### src/design/htw_pkg.sv
// Shared types and constants for the hierarchical timing wheel.
// Used by htw_ctrl, htw_datapath and hierarchical_timing_wheel_unit.
// No dependencies.
`default_nettype none

package htw_pkg;

    // Pool pointer width; the all-ones code marks an empty link
    localparam int PTR_W = 7;
    localparam logic [PTR_W-1:0] NIL = 7'd127;

    // Result kinds
    localparam logic [2:0] KIND_EXPIRED  = 3'd0;
    localparam logic [2:0] KIND_FIRED    = 3'd1;
    localparam logic [2:0] KIND_ACCEPTED = 3'd2;
    localparam logic [2:0] KIND_REJECTED = 3'd3;
    localparam logic [2:0] KIND_NONE     = 3'd4;

    // Datapath operations issued by the controller
    localparam logic [3:0] OP_NONE       = 4'd0;
    localparam logic [3:0] OP_CAPTURE    = 4'd1;
    localparam logic [3:0] OP_EMIT_ADD   = 4'd2;
    localparam logic [3:0] OP_ALLOC_RD   = 4'd3;
    localparam logic [3:0] OP_ALLOC_WB   = 4'd4;
    localparam logic [3:0] OP_FILE_RD    = 4'd5;
    localparam logic [3:0] OP_FILE_WB    = 4'd6;
    localparam logic [3:0] OP_BKT_RD     = 4'd7;
    localparam logic [3:0] OP_BKT_CLR    = 4'd8;
    localparam logic [3:0] OP_ENT_RD     = 4'd9;
    localparam logic [3:0] OP_DRAIN_WB   = 4'd10;
    localparam logic [3:0] OP_REFILE_GET = 4'd11;
    localparam logic [3:0] OP_ADVANCE    = 4'd12;
    localparam logic [3:0] OP_FINISH     = 4'd13;
    localparam logic [3:0] OP_CLEAR      = 4'd14;

    typedef struct packed {
        logic               mode;
        logic [31:0]        timer_handle;
        logic signed [31:0] delay_ticks;
    } item_t;

    typedef struct packed {
        logic [2:0]  kind;
        logic [31:0] fired_handle;
        logic        last;
    } result_t;

    // One bucket list: head and tail pointers
    typedef struct packed {
        logic [PTR_W-1:0] head;
        logic [PTR_W-1:0] tail;
    } bucket_t;

    typedef struct packed {
        logic [3:0] op;
        logic [2:0] kind;
        logic       near_sel;
    } cmd_t;

    typedef struct packed {
        logic mode;
        logic fire_now;
        logic pool_empty;
        logic cur_ok;
        logic refile_need;
        logic can_emit;
        logic pend_valid;
        logic clear_done;
    } status_t;

endpackage

`default_nettype wire

### src/design/htw_ctrl.sv
// Sequencer for the timing wheel: add, drain, advance, cascade and clear.
// Depends on htw_pkg.
`default_nettype none

module htw_ctrl (
    input  wire logic             clk,
    input  wire logic             rst_n,
    input  wire logic             item_valid,
    output logic                  item_stall,
    input  wire htw_pkg::status_t status,
    output htw_pkg::cmd_t         cmd
);

    localparam logic [4:0] S_CLEAR     = 5'd0;
    localparam logic [4:0] S_IDLE      = 5'd1;
    localparam logic [4:0] S_DISPATCH  = 5'd2;
    localparam logic [4:0] S_ADD_EMIT  = 5'd3;
    localparam logic [4:0] S_ALLOC_RD  = 5'd4;
    localparam logic [4:0] S_ALLOC_WB  = 5'd5;
    localparam logic [4:0] S_FILE_RD   = 5'd6;
    localparam logic [4:0] S_FILE_WB   = 5'd7;
    localparam logic [4:0] S_T_BKT_RD  = 5'd8;
    localparam logic [4:0] S_T_BKT_CLR = 5'd9;
    localparam logic [4:0] S_D_LOOP    = 5'd10;
    localparam logic [4:0] S_DRAIN_WB  = 5'd11;
    localparam logic [4:0] S_ADV       = 5'd12;
    localparam logic [4:0] S_REF_CHK   = 5'd13;
    localparam logic [4:0] S_R_BKT_CLR = 5'd14;
    localparam logic [4:0] S_R_LOOP    = 5'd15;
    localparam logic [4:0] S_R_GET     = 5'd16;
    localparam logic [4:0] S_R_FILE_RD = 5'd17;
    localparam logic [4:0] S_R_FILE_WB = 5'd18;
    localparam logic [4:0] S_FINISH    = 5'd19;

    logic [4:0] state_reg, state_next;
    logic [2:0] kind_reg, kind_next;
    logic       phase_reg, phase_next;

    always_ff @(posedge clk or negedge rst_n)
    begin
        if (!rst_n)
        begin
            state_reg <= S_CLEAR;
            kind_reg  <= htw_pkg::KIND_ACCEPTED;
            phase_reg <= 1'b0;
        end
        else
        begin
            state_reg <= state_next;
            kind_reg  <= kind_next;
            phase_reg <= phase_next;
        end
    end

    assign item_stall = (state_reg != S_IDLE);

    // Next state and command
    always_comb
    begin
        state_next   = state_reg;
        kind_next    = kind_reg;
        phase_next   = phase_reg;
        cmd.op       = htw_pkg::OP_NONE;
        cmd.kind     = kind_reg;
        cmd.near_sel = 1'b1;
        case (state_reg)
            S_CLEAR:
            begin
                if (status.clear_done)
                begin
                    state_next = S_IDLE;
                end
                else
                begin
                    cmd.op = htw_pkg::OP_CLEAR;
                end
            end
            S_IDLE:
            begin
                if (item_valid)
                begin
                    cmd.op     = htw_pkg::OP_CAPTURE;
                    state_next = S_DISPATCH;
                end
            end
            S_DISPATCH:
            begin
                if (status.mode)
                begin
                    phase_next = 1'b0;
                    state_next = S_T_BKT_RD;
                end
                else if (status.fire_now)
                begin
                    kind_next  = htw_pkg::KIND_FIRED;
                    state_next = S_ADD_EMIT;
                end
                else if (status.pool_empty)
                begin
                    kind_next  = htw_pkg::KIND_REJECTED;
                    state_next = S_ADD_EMIT;
                end
                else
                begin
                    state_next = S_ALLOC_RD;
                end
            end
            S_ADD_EMIT:
            begin
                if (status.can_emit)
                begin
                    cmd.op     = htw_pkg::OP_EMIT_ADD;
                    state_next = S_IDLE;
                end
            end
            S_ALLOC_RD:
            begin
                cmd.op     = htw_pkg::OP_ALLOC_RD;
                state_next = S_ALLOC_WB;
            end
            S_ALLOC_WB:
            begin
                cmd.op     = htw_pkg::OP_ALLOC_WB;
                state_next = S_FILE_RD;
            end
            S_FILE_RD:
            begin
                cmd.op     = htw_pkg::OP_FILE_RD;
                state_next = S_FILE_WB;
            end
            S_FILE_WB:
            begin
                cmd.op     = htw_pkg::OP_FILE_WB;
                kind_next  = htw_pkg::KIND_ACCEPTED;
                state_next = S_ADD_EMIT;
            end
            // Near bucket drain
            S_T_BKT_RD:
            begin
                cmd.op     = htw_pkg::OP_BKT_RD;
                state_next = S_T_BKT_CLR;
            end
            S_T_BKT_CLR:
            begin
                cmd.op     = htw_pkg::OP_BKT_CLR;
                state_next = S_D_LOOP;
            end
            S_D_LOOP:
            begin
                if (status.cur_ok)
                begin
                    cmd.op     = htw_pkg::OP_ENT_RD;
                    state_next = S_DRAIN_WB;
                end
                else if (!phase_reg)
                begin
                    state_next = S_ADV;
                end
                else
                begin
                    state_next = S_FINISH;
                end
            end
            S_DRAIN_WB:
            begin
                if (!status.pend_valid || status.can_emit)
                begin
                    cmd.op     = htw_pkg::OP_DRAIN_WB;
                    state_next = S_D_LOOP;
                end
            end
            S_ADV:
            begin
                cmd.op     = htw_pkg::OP_ADVANCE;
                state_next = S_REF_CHK;
            end
            // Cascade one level bucket
            S_REF_CHK:
            begin
                if (status.refile_need)
                begin
                    cmd.op       = htw_pkg::OP_BKT_RD;
                    cmd.near_sel = 1'b0;
                    state_next   = S_R_BKT_CLR;
                end
                else
                begin
                    phase_next = 1'b1;
                    state_next = S_T_BKT_RD;
                end
            end
            S_R_BKT_CLR:
            begin
                cmd.op     = htw_pkg::OP_BKT_CLR;
                state_next = S_R_LOOP;
            end
            S_R_LOOP:
            begin
                if (status.cur_ok)
                begin
                    cmd.op     = htw_pkg::OP_ENT_RD;
                    state_next = S_R_GET;
                end
                else
                begin
                    phase_next = 1'b1;
                    state_next = S_T_BKT_RD;
                end
            end
            S_R_GET:
            begin
                cmd.op     = htw_pkg::OP_REFILE_GET;
                state_next = S_R_FILE_RD;
            end
            S_R_FILE_RD:
            begin
                cmd.op     = htw_pkg::OP_FILE_RD;
                state_next = S_R_FILE_WB;
            end
            S_R_FILE_WB:
            begin
                cmd.op     = htw_pkg::OP_FILE_WB;
                state_next = S_R_LOOP;
            end
            S_FINISH:
            begin
                if (status.can_emit)
                begin
                    cmd.op     = htw_pkg::OP_FINISH;
                    state_next = S_IDLE;
                end
            end
            default:
            begin
                state_next = S_IDLE;
            end
        endcase
    end

endmodule

`default_nettype wire

### config.mk
export PLATFORM = sky130hd
export DESIGN_NAME = htw_ctrl
export DESIGN_NICKNAME = d
export VERILOG_FILES = /design/src/design/htw_pkg.sv /design/src/design/htw_ctrl.sv
export SDC_FILE = /design/constraint.sdc
export NUM_CORES = 1
export LEC_CHECK = 0
export ABC_CLOCK_PERIOD_IN_PS = 2000
export BUFFER_PORTS_ARGS = -buffer_cell sky130_fd_sc_hd__buf_2
export CAP_MARGIN = 20
export CORE_ASPECT_RATIO = 1.25
export CORE_MARGIN = 5
export CORE_UTILIZATION = 45
export DETAILED_ROUTE_END_ITERATION = 8
export GPL_TIMING_DRIVEN = 0
export PLACE_DENSITY = 0.69
export SLEW_MARGIN = 10
export SYNTH_ARGS = -nofsm -noshare
export SYNTH_HDL_FRONTEND = slang
export SYNTH_SLANG_ARGS = --single-unit
export TNS_END_PERCENT = 100
### constraint.sdc
create_clock -name clk -period 2 [get_ports clk]
set_input_delay 0 -clock clk [delete_from_list [all_inputs] [get_ports clk]]
set_output_delay 0 -clock clk [all_outputs]
set_load 0.02 [all_outputs]
==> summary.txt, run 1 <==
STA
  – Final Max Slew Viols: 0
  – Crit path time final: 1.872 ns
  – Final TNS setup: 0 ns
  – Final Skew: 0.0001196 ns
  – Crit share post-route: 93.58%
  – Final Hold Fails: 0
  – Hold_ws: 0.07769 ns
  – Setup violators final: 0
  – Fmax: 534.3 MHz
  – Final Worst Setup Slack: 0.1285 ns
  – Unrepaired setup endpoints after global routing: yes

Floorplanning
  – Die X: 49.63 um
  – Die Area: 0.002955 mm2
  – CORE AREA: 0.001937 mm2
  – Ports: 20
  – Initial Utilization: 45.61%
  – Rows: 18
  – Die height: 59.54 um

Status
  – Status: finished, final reports clean

Yosys
  – Main flop type after synthesis: dfrtp_1
  – Most frequent cell after synthesis: o21ai_0
  – Area leader, netlist: dfrtp_1
  – Mapped Cells: 123
  – Synth area leaders: dfrtp_1 20%, o21ai_0 8.5%, a21oi_1 6.8%
  – Syn Area/Cell: 7.182 um2
  – Post-synthesis cell type count: 41
  – Seq/Total Area, Yosys: 22.80%
  – Post-synth top area share: 19.83%
  – Flops & latches, synth: 8
  – Post-synth EDFFs: 0
  – Syn nets: 134
  – Post-Syn Area: 883.3 um2
  – Async SR Flop Fraction: 100.0%
  – Top cells by count, synth: 15 x o21ai_0, 12 x a21oi_1, 8 x nand2_1, 8 x nor2b_1
  – Syn. warnings: 0

Clock tree
  – Clock Path Buffers: 2
  – Number of H-tree levels: 1
  – # clock sinks: 8
  – Setup Fix Bufs, Post-CTS: 0
  – Clk_lat worst skew: 0.25 ns
  – CTS tree: built
  – Clock-pin slew on the worst setup and hold paths: 0.05 ns
  – Num CTS Buffers: 3
  – Root Buffer: clkbuf_4

Job
  – # Max-Cap Violations: 0

Worst setup path
  – Worst-path fanout max: 10
  – WS Path Type: reg -> out
  – Critical path capture point type: output pin
  – Worst EP required: 2.00 ns
  – Crit path arrival time: 1.87 ns
  – Crit path launch type: register

Power and ir drop
  – Max rail drop VDD: 0.8218 mV
  – Cell Pwr Density: 1596 mW/mm2
  – Lkg Pwr: 0.4659 nW

Cells and area
  – Fin nets: 158
  – Area growth, synth to finish: 18.13%
  – Max FFs per register: 5
  – Diode count: 0
  – Share of layout cells above drive strength 1: 24.66%

Route
  – DR WL/cell: 15.61 um
  – Vias per inst: 6.259
  – Drt drc: 0
  – Drt total wl: 2.591 mm
  – Vias: 1039
  – First-pass iteration count of the detailed router: 4
  – Antenna Nets Post-Route: 0
  – Detailed Route Iter0 Violations: 42

Min path
  – Hold Crit Class: in -> reg

Global route
  – Largest net degree at the start of global routing: 11
  – Vias in the first global route: 1004
  – First-pass GRT wire length: 4.305 mm
  – GRT overflow: 0
  – GRT Resource Usage Total: 18.44%
  – Initial antenna violation count: 0

Placement
  – Post-DP HPWL: 2.027 mm
  – Routability cong.: 1.007
  – IO Port Bufs: 18
  – Post-Place Worst Slack: 0.2142 ns
[per-stage QoR]
step	power (mW)	util, %	instance area [um2]	cells
2_1_floorplan	1.190	-	883.3	123
3_3_place_gp	1.492	51.55	998.5	161
3_5_place_dp	1.511	51.55	998.5	161
4_1_cts	1.650	53.49	1036	166
5_1_grt	1.807	53.88	1044	166
6_report	1.665	53.88	1044	166
[cells by family (layout without fill, tap and decap cells)]
family | count (synthesis) | after routing | share of synthesized area [%]
AOI/OAI and AO/OA | 49 | 49 | 36.69
and+or+nand+nor | 46 | 46 | 28.33
buffers and inverters | 16 | 39 | 8.498
DFF | 8 | 8 | 22.81
muxes | 2 | 2 | 2.266
other | 1 | 1 | 0.4245
xor gates and xnor gates | 1 | 1 | 0.9917
[final cells by class]
cell class,instances,area (um2)
multi-input cells,99,611.8
well taps,20,25.02
clock buffers,4,26.28
repair buffers,19,100.1
plain buffers,11,60.06
flip-flops and latches,8,201.4
fillers,212,893.4
inverters,5,18.77
[per-layer routing]
layer | global-route usage [%] | part of all wire [%] | vias up
met4 | 13.86 | 4.5 | 0
met1 | 20.28 | 42 | 478
met5 | 0 | 0 | -
li1 | - | - | 502
met3 | 2.519 | 6.1 | 12
met2 | 31.82 | 48 | 47
[power breakdown]
| group | leakage (nW) | switching (mW) | total, mW | internal, mW |
|---|---|---|---|---|
| registers | 0.0994 | 0.0474 | 0.285 | 0.238 |
| logic | 0.352 | 0.780 | 1.25 | 0.472 |
| clock network | 0.0150 | 0.0521 | 0.128 | 0.0761 |
[layout by cell type (no fill, tap or decap), types with 2 or more instances in the layout]
cell type   n
mux2i_1     2
inv_1       5
clkbuf_4    3
buf_2      22
a31oi_1     2
or2_2       2
o21ai_0    14
dfrtp_1     7
buf_4       3
o211ai_1    4
o31ai_1     2
a22oi_1     2
nand2_1     8
nand2b_1    3
clkbuf_1    2
a32o_1      3
a21oi_1    12
clkbuf_2    2
nor2_1      7
nor2b_1     8
nor3_1      6
a22o_1      2
nand3_1     3
[what timing repair did]
action / 4_1_cts / 5_1_grt
setup endpoints to repair: 1 / 3
endpoints found under the hold margin: 8 / 0
gates resized for setup: 1 / 6
hold buffers: 1 / 0
[worst paths after layout]
| kind | from | endpoint | slack, ns | cells after the start |
|---|---|---|---|---|
| worst max register to register | state_reg[3] | state_reg[0] | 0.21 | 6 |
| worst min register to register | kind_reg[0] | kind_reg[0] | 0.52 | 2 |
| worst min-delay path | status[0] | state_reg[0] | 0.08 | 3 |
| max in group asynchronous | rst_n | kind_reg[1] | 1.65 | 2 |
| worst max-delay path | state_reg[4] | cmd[4] | 0.13 | 7 |
| min in group asynchronous | rst_n | state_reg[0] | 0.12 | 2 |
[critical path, stage by stage, from the launching register on]
cell and delay [ns]:
dfrtp_1 0.45, buf_2 0.26, nor3b_2 0.26, a32o_1 0.16, a32o_1 0.13, nand2_1 0.07, o211ai_1 0.10, buf_2 0.19
(Power assumes the default switching activity.)
==> run 2, diff against run 1 <==
Settings changed: ABC_AREA set to 1, PLACE_DENSITY 0.69 to 0.7.
==> run 2 against run 1 <==
Against the previous run:
- synthesized area shrank 1.4%
- hold slack worse by 0.064 ns
- global-route usage down 0.50 points
- sequential share of layout area grew 0.23 points
- highest routed layer unchanged
==> summary.txt, run 2 <==
Clock tree
  – Clock Path Buffers: 2
  – # clock sinks: 8
  – Clk_lat worst skew: 0.25 ns
  – Cells resized by post-CTS repair: 0
  – Clock-pin slew on the worst setup and hold paths: 0.06 ns
  – Root Buffer: clkbuf_4
  – Number of H-tree levels: 1
  – CTS tree: built
  – Num CTS Buffers: 3

Yosys
  – Post-synthesis cell type count: 28
  – Largest family of logic cells by synthesized area: simple AND/OR/NAND/NOR gates
  – Synth Area in Adders: 0%
  – Post-Synth XOR/XNOR Area: 0%
  – Async SR Flop Fraction: 100.0%
  – Seq/Total Area, Yosys: 23.13%
  – Post-Syn Area: 870.8 um2
  – Simple-gate share of the synthesized area: 51.72%
  – Post-synth top area share: 20.11%
  – Synth area leaders: dfrtp_1 20%, nand2_1 15%, nor2_1 8.6%
  – Top cells by count, synth: 35 x nand2_1, 20 x nor2_1, 17 x inv_1, 13 x nand3_1
  – Most frequent cell after synthesis: nand2_1
  – Compound-cell area share of the yosys netlist: 13.22%
  – Syn Area/Cell: 6.006 um2
  – Flops & latches, synth: 8
  – Post-synth EDFFs: 0
  – Mapped Cells: 145
  – Syn nets: 156
  – Mux contribution to synthesized area: 0%
  – Area leader, netlist: dfrtp_1
  – Main flop type after synthesis: dfrtp_1
  – Syn. warnings: 0

Global route
  – Largest net degree at the start of global routing: 10
  – GRT overflow: 0
  – GRT Resource Usage Total: 17.94%
  – First-pass GRT wire length: 4.181 mm
  – Vias in the first global route: 975
  – Initial antenna violation count: 0

Worst setup path
  – Crit-path cells: buf_6 > nand2_1 > inv_1 > nand2_1 > nand2_1 > nor4_1 > nand2_1 > buf_2
  – Max incr delay on CP: 0.37 ns
  – Most frequent CP cell: nand2_1
  – Worst EP required: 2.00 ns
  – Worst-path fanout max: 8
  – Crit path arrival time: 1.85 ns
  – Slowest CP cell: dfrtp_1
  – Critical path capture point type: output pin
  – WS Path Type: reg -> out
  – Crit path launch type: register

Placement
  – Post-Place Worst Slack: 0.4235 ns
  – Routability cong.: 0.9846
  – Placed insts: 182
  – IO Port Bufs: 18
  – Post-DP HPWL: 2.085 mm

STA
  – Final TNS setup: 0 ns
  – Final Skew: 0.003393 ns
  – Crit share post-route: 92.53%
  – Final Hold Fails: 0
  – Final Worst Setup Slack: 0.1494 ns
  – Final Max Slew Viols: 0
  – Crit path time final: 1.851 ns
  – Setup violators final: 0
  – Fmax: 540.4 MHz
  – Unrepaired setup endpoints after global routing: no

Status
  – Status: finished, final reports clean

Min path
  – Hold Crit Class: in -> reg

Cells and area
  – Finished Layout Cells: 188
  – Max FFs per register: 5
  – Diode count: 0
  – Area growth, synth to finish: 18.39%
  – Most common cell after layout, fill and taps aside: nand2_1
  – Share of layout cells above drive strength 1: 23.67%
  – Fin nets: 181
  – Commonest cells after routing, fill and taps aside: 35 x nand2_1, 20 x nor2_1, 18 x buf_2, 17 x inv_1, 13 x nand3_1
  – Layout fillers: 196

Floorplanning
  – Die height: 59.19 um
  – Ports: 20
  – Die X: 49.35 um
  – Rows: 17
  – CORE AREA: 0.001808 mm2
  – Die Area: 0.002920 mm2
  – Initial Utilization: 48.17%

Route
  – Drt total wl: 2.556 mm
  – Antenna Nets Post-Route: 0
  – First-pass iteration count of the detailed router: 4
  – Drt drc: 0
  – Vias: 1081
  – Detailed Route Iter0 Violations: 64
  – Vias per inst: 5.750
  – DR WL/cell: 13.60 um

Power and ir drop
  – Lkg Pwr: 0.5735 nW
  – Cell Pwr Density: 1774 mW/mm2
  – Max rail drop VDD: 1.050 mV

Job
  – # Max-Cap Violations: 0
[run 2: cell types whose count changed after synthesis, sizes merged, moves of 4 or more]
cell / previous run / this run
nand2: 8 / 36
nor2: 7 / 26
inv: 5 / 21
nand3: 3 / 17
a21oi: 12 / 3
nor2b: 8 / 0
buf: 8 / 2
o21ai: 15 / 10
o211ai: 4 / 0
[run 2: worst max-delay path, delay by kind of cell (launching register included)]
family | cells | cell delay (ns)
buf+inv | 3 | 0.41
simple gates | 5 | 0.82
flops | 1 | 0.37
[run 2: cell type report]
type	count	area, um2	area share (%)
buffer	2	18.77	1.820
clock buffer	4	26.28	2.549
inverter	21	81.33	7.888
multi-input combinational	114	569.3	55.22
sequential	8	201.4	19.54
tap	19	23.77	2.306
timing repair buffer	20	110.1	10.68
[run 2: per-stage QoR]
stage | area, um2 | hold WS [ns] | power (mW) | utilization [%]
global route | 1031 | 0.03014 | 1.988 | 57.02
floorplan | 870.8 | -0.2956 | 1.327 | -
finish | 1031 | 0.01406 | 1.829 | 57.02
global placement | 984.7 | -0.1516 | 1.676 | 54.46
CTS | 1031 | 0.006881 | 1.817 | 57.02
detailed placement | 984.7 | -0.1490 | 1.671 | 54.46
[run 2: routing by layer]
metal  vias to the layer above  global-route usage (%)  share of wire (%)
li1                        525                       -                  -
met1                       470                   22.80                 40
met2                        74                   27.99                 46
met3                        12                   6.297                 12
met4                         0                   6.154                2.1
met5                         -                       0                  0
[run 2: logic make-up (layout without fill, tap and decap cells)]
family / count (synthesis) / in the layout
simple gates: 93 / 93
buf+inv: 23 / 47
compound gates: 20 / 20
flops: 8 / 8
other cells: 1 / 1
[run 2: final timing paths]
path,to,cells past startpoint,start,slack [ns]
min,kind_reg[1],3,status[7],0.01
min in group asynchronous,state_reg[4],2,rst_n,0.11
max reg2reg,state_reg[0],10,state_reg[4],0.39
max,cmd[5],8,state_reg[1],0.15
min reg2reg,kind_reg[0],2,kind_reg[0],0.50
max in group asynchronous,kind_reg[1],2,rst_n,1.65
[run 2: what timing repair did]
| item | CTS | global route |
|---|---|---|
| hold endpoints to repair | 9 | 0 |
| hold buffers | 2 | 0 |
| endpoints found under the setup margin | 0 | 0 |
| buffers inserted | 0 | 0 |
[run 2: power by group]
group,total [mW],switching [mW],leakage (nW),internal (mW)
Sequential,0.349,0.0974,0.0967,0.252
Clock,0.133,0.0566,0.0150,0.0764
Combinational,1.35,0.908,0.462,0.439
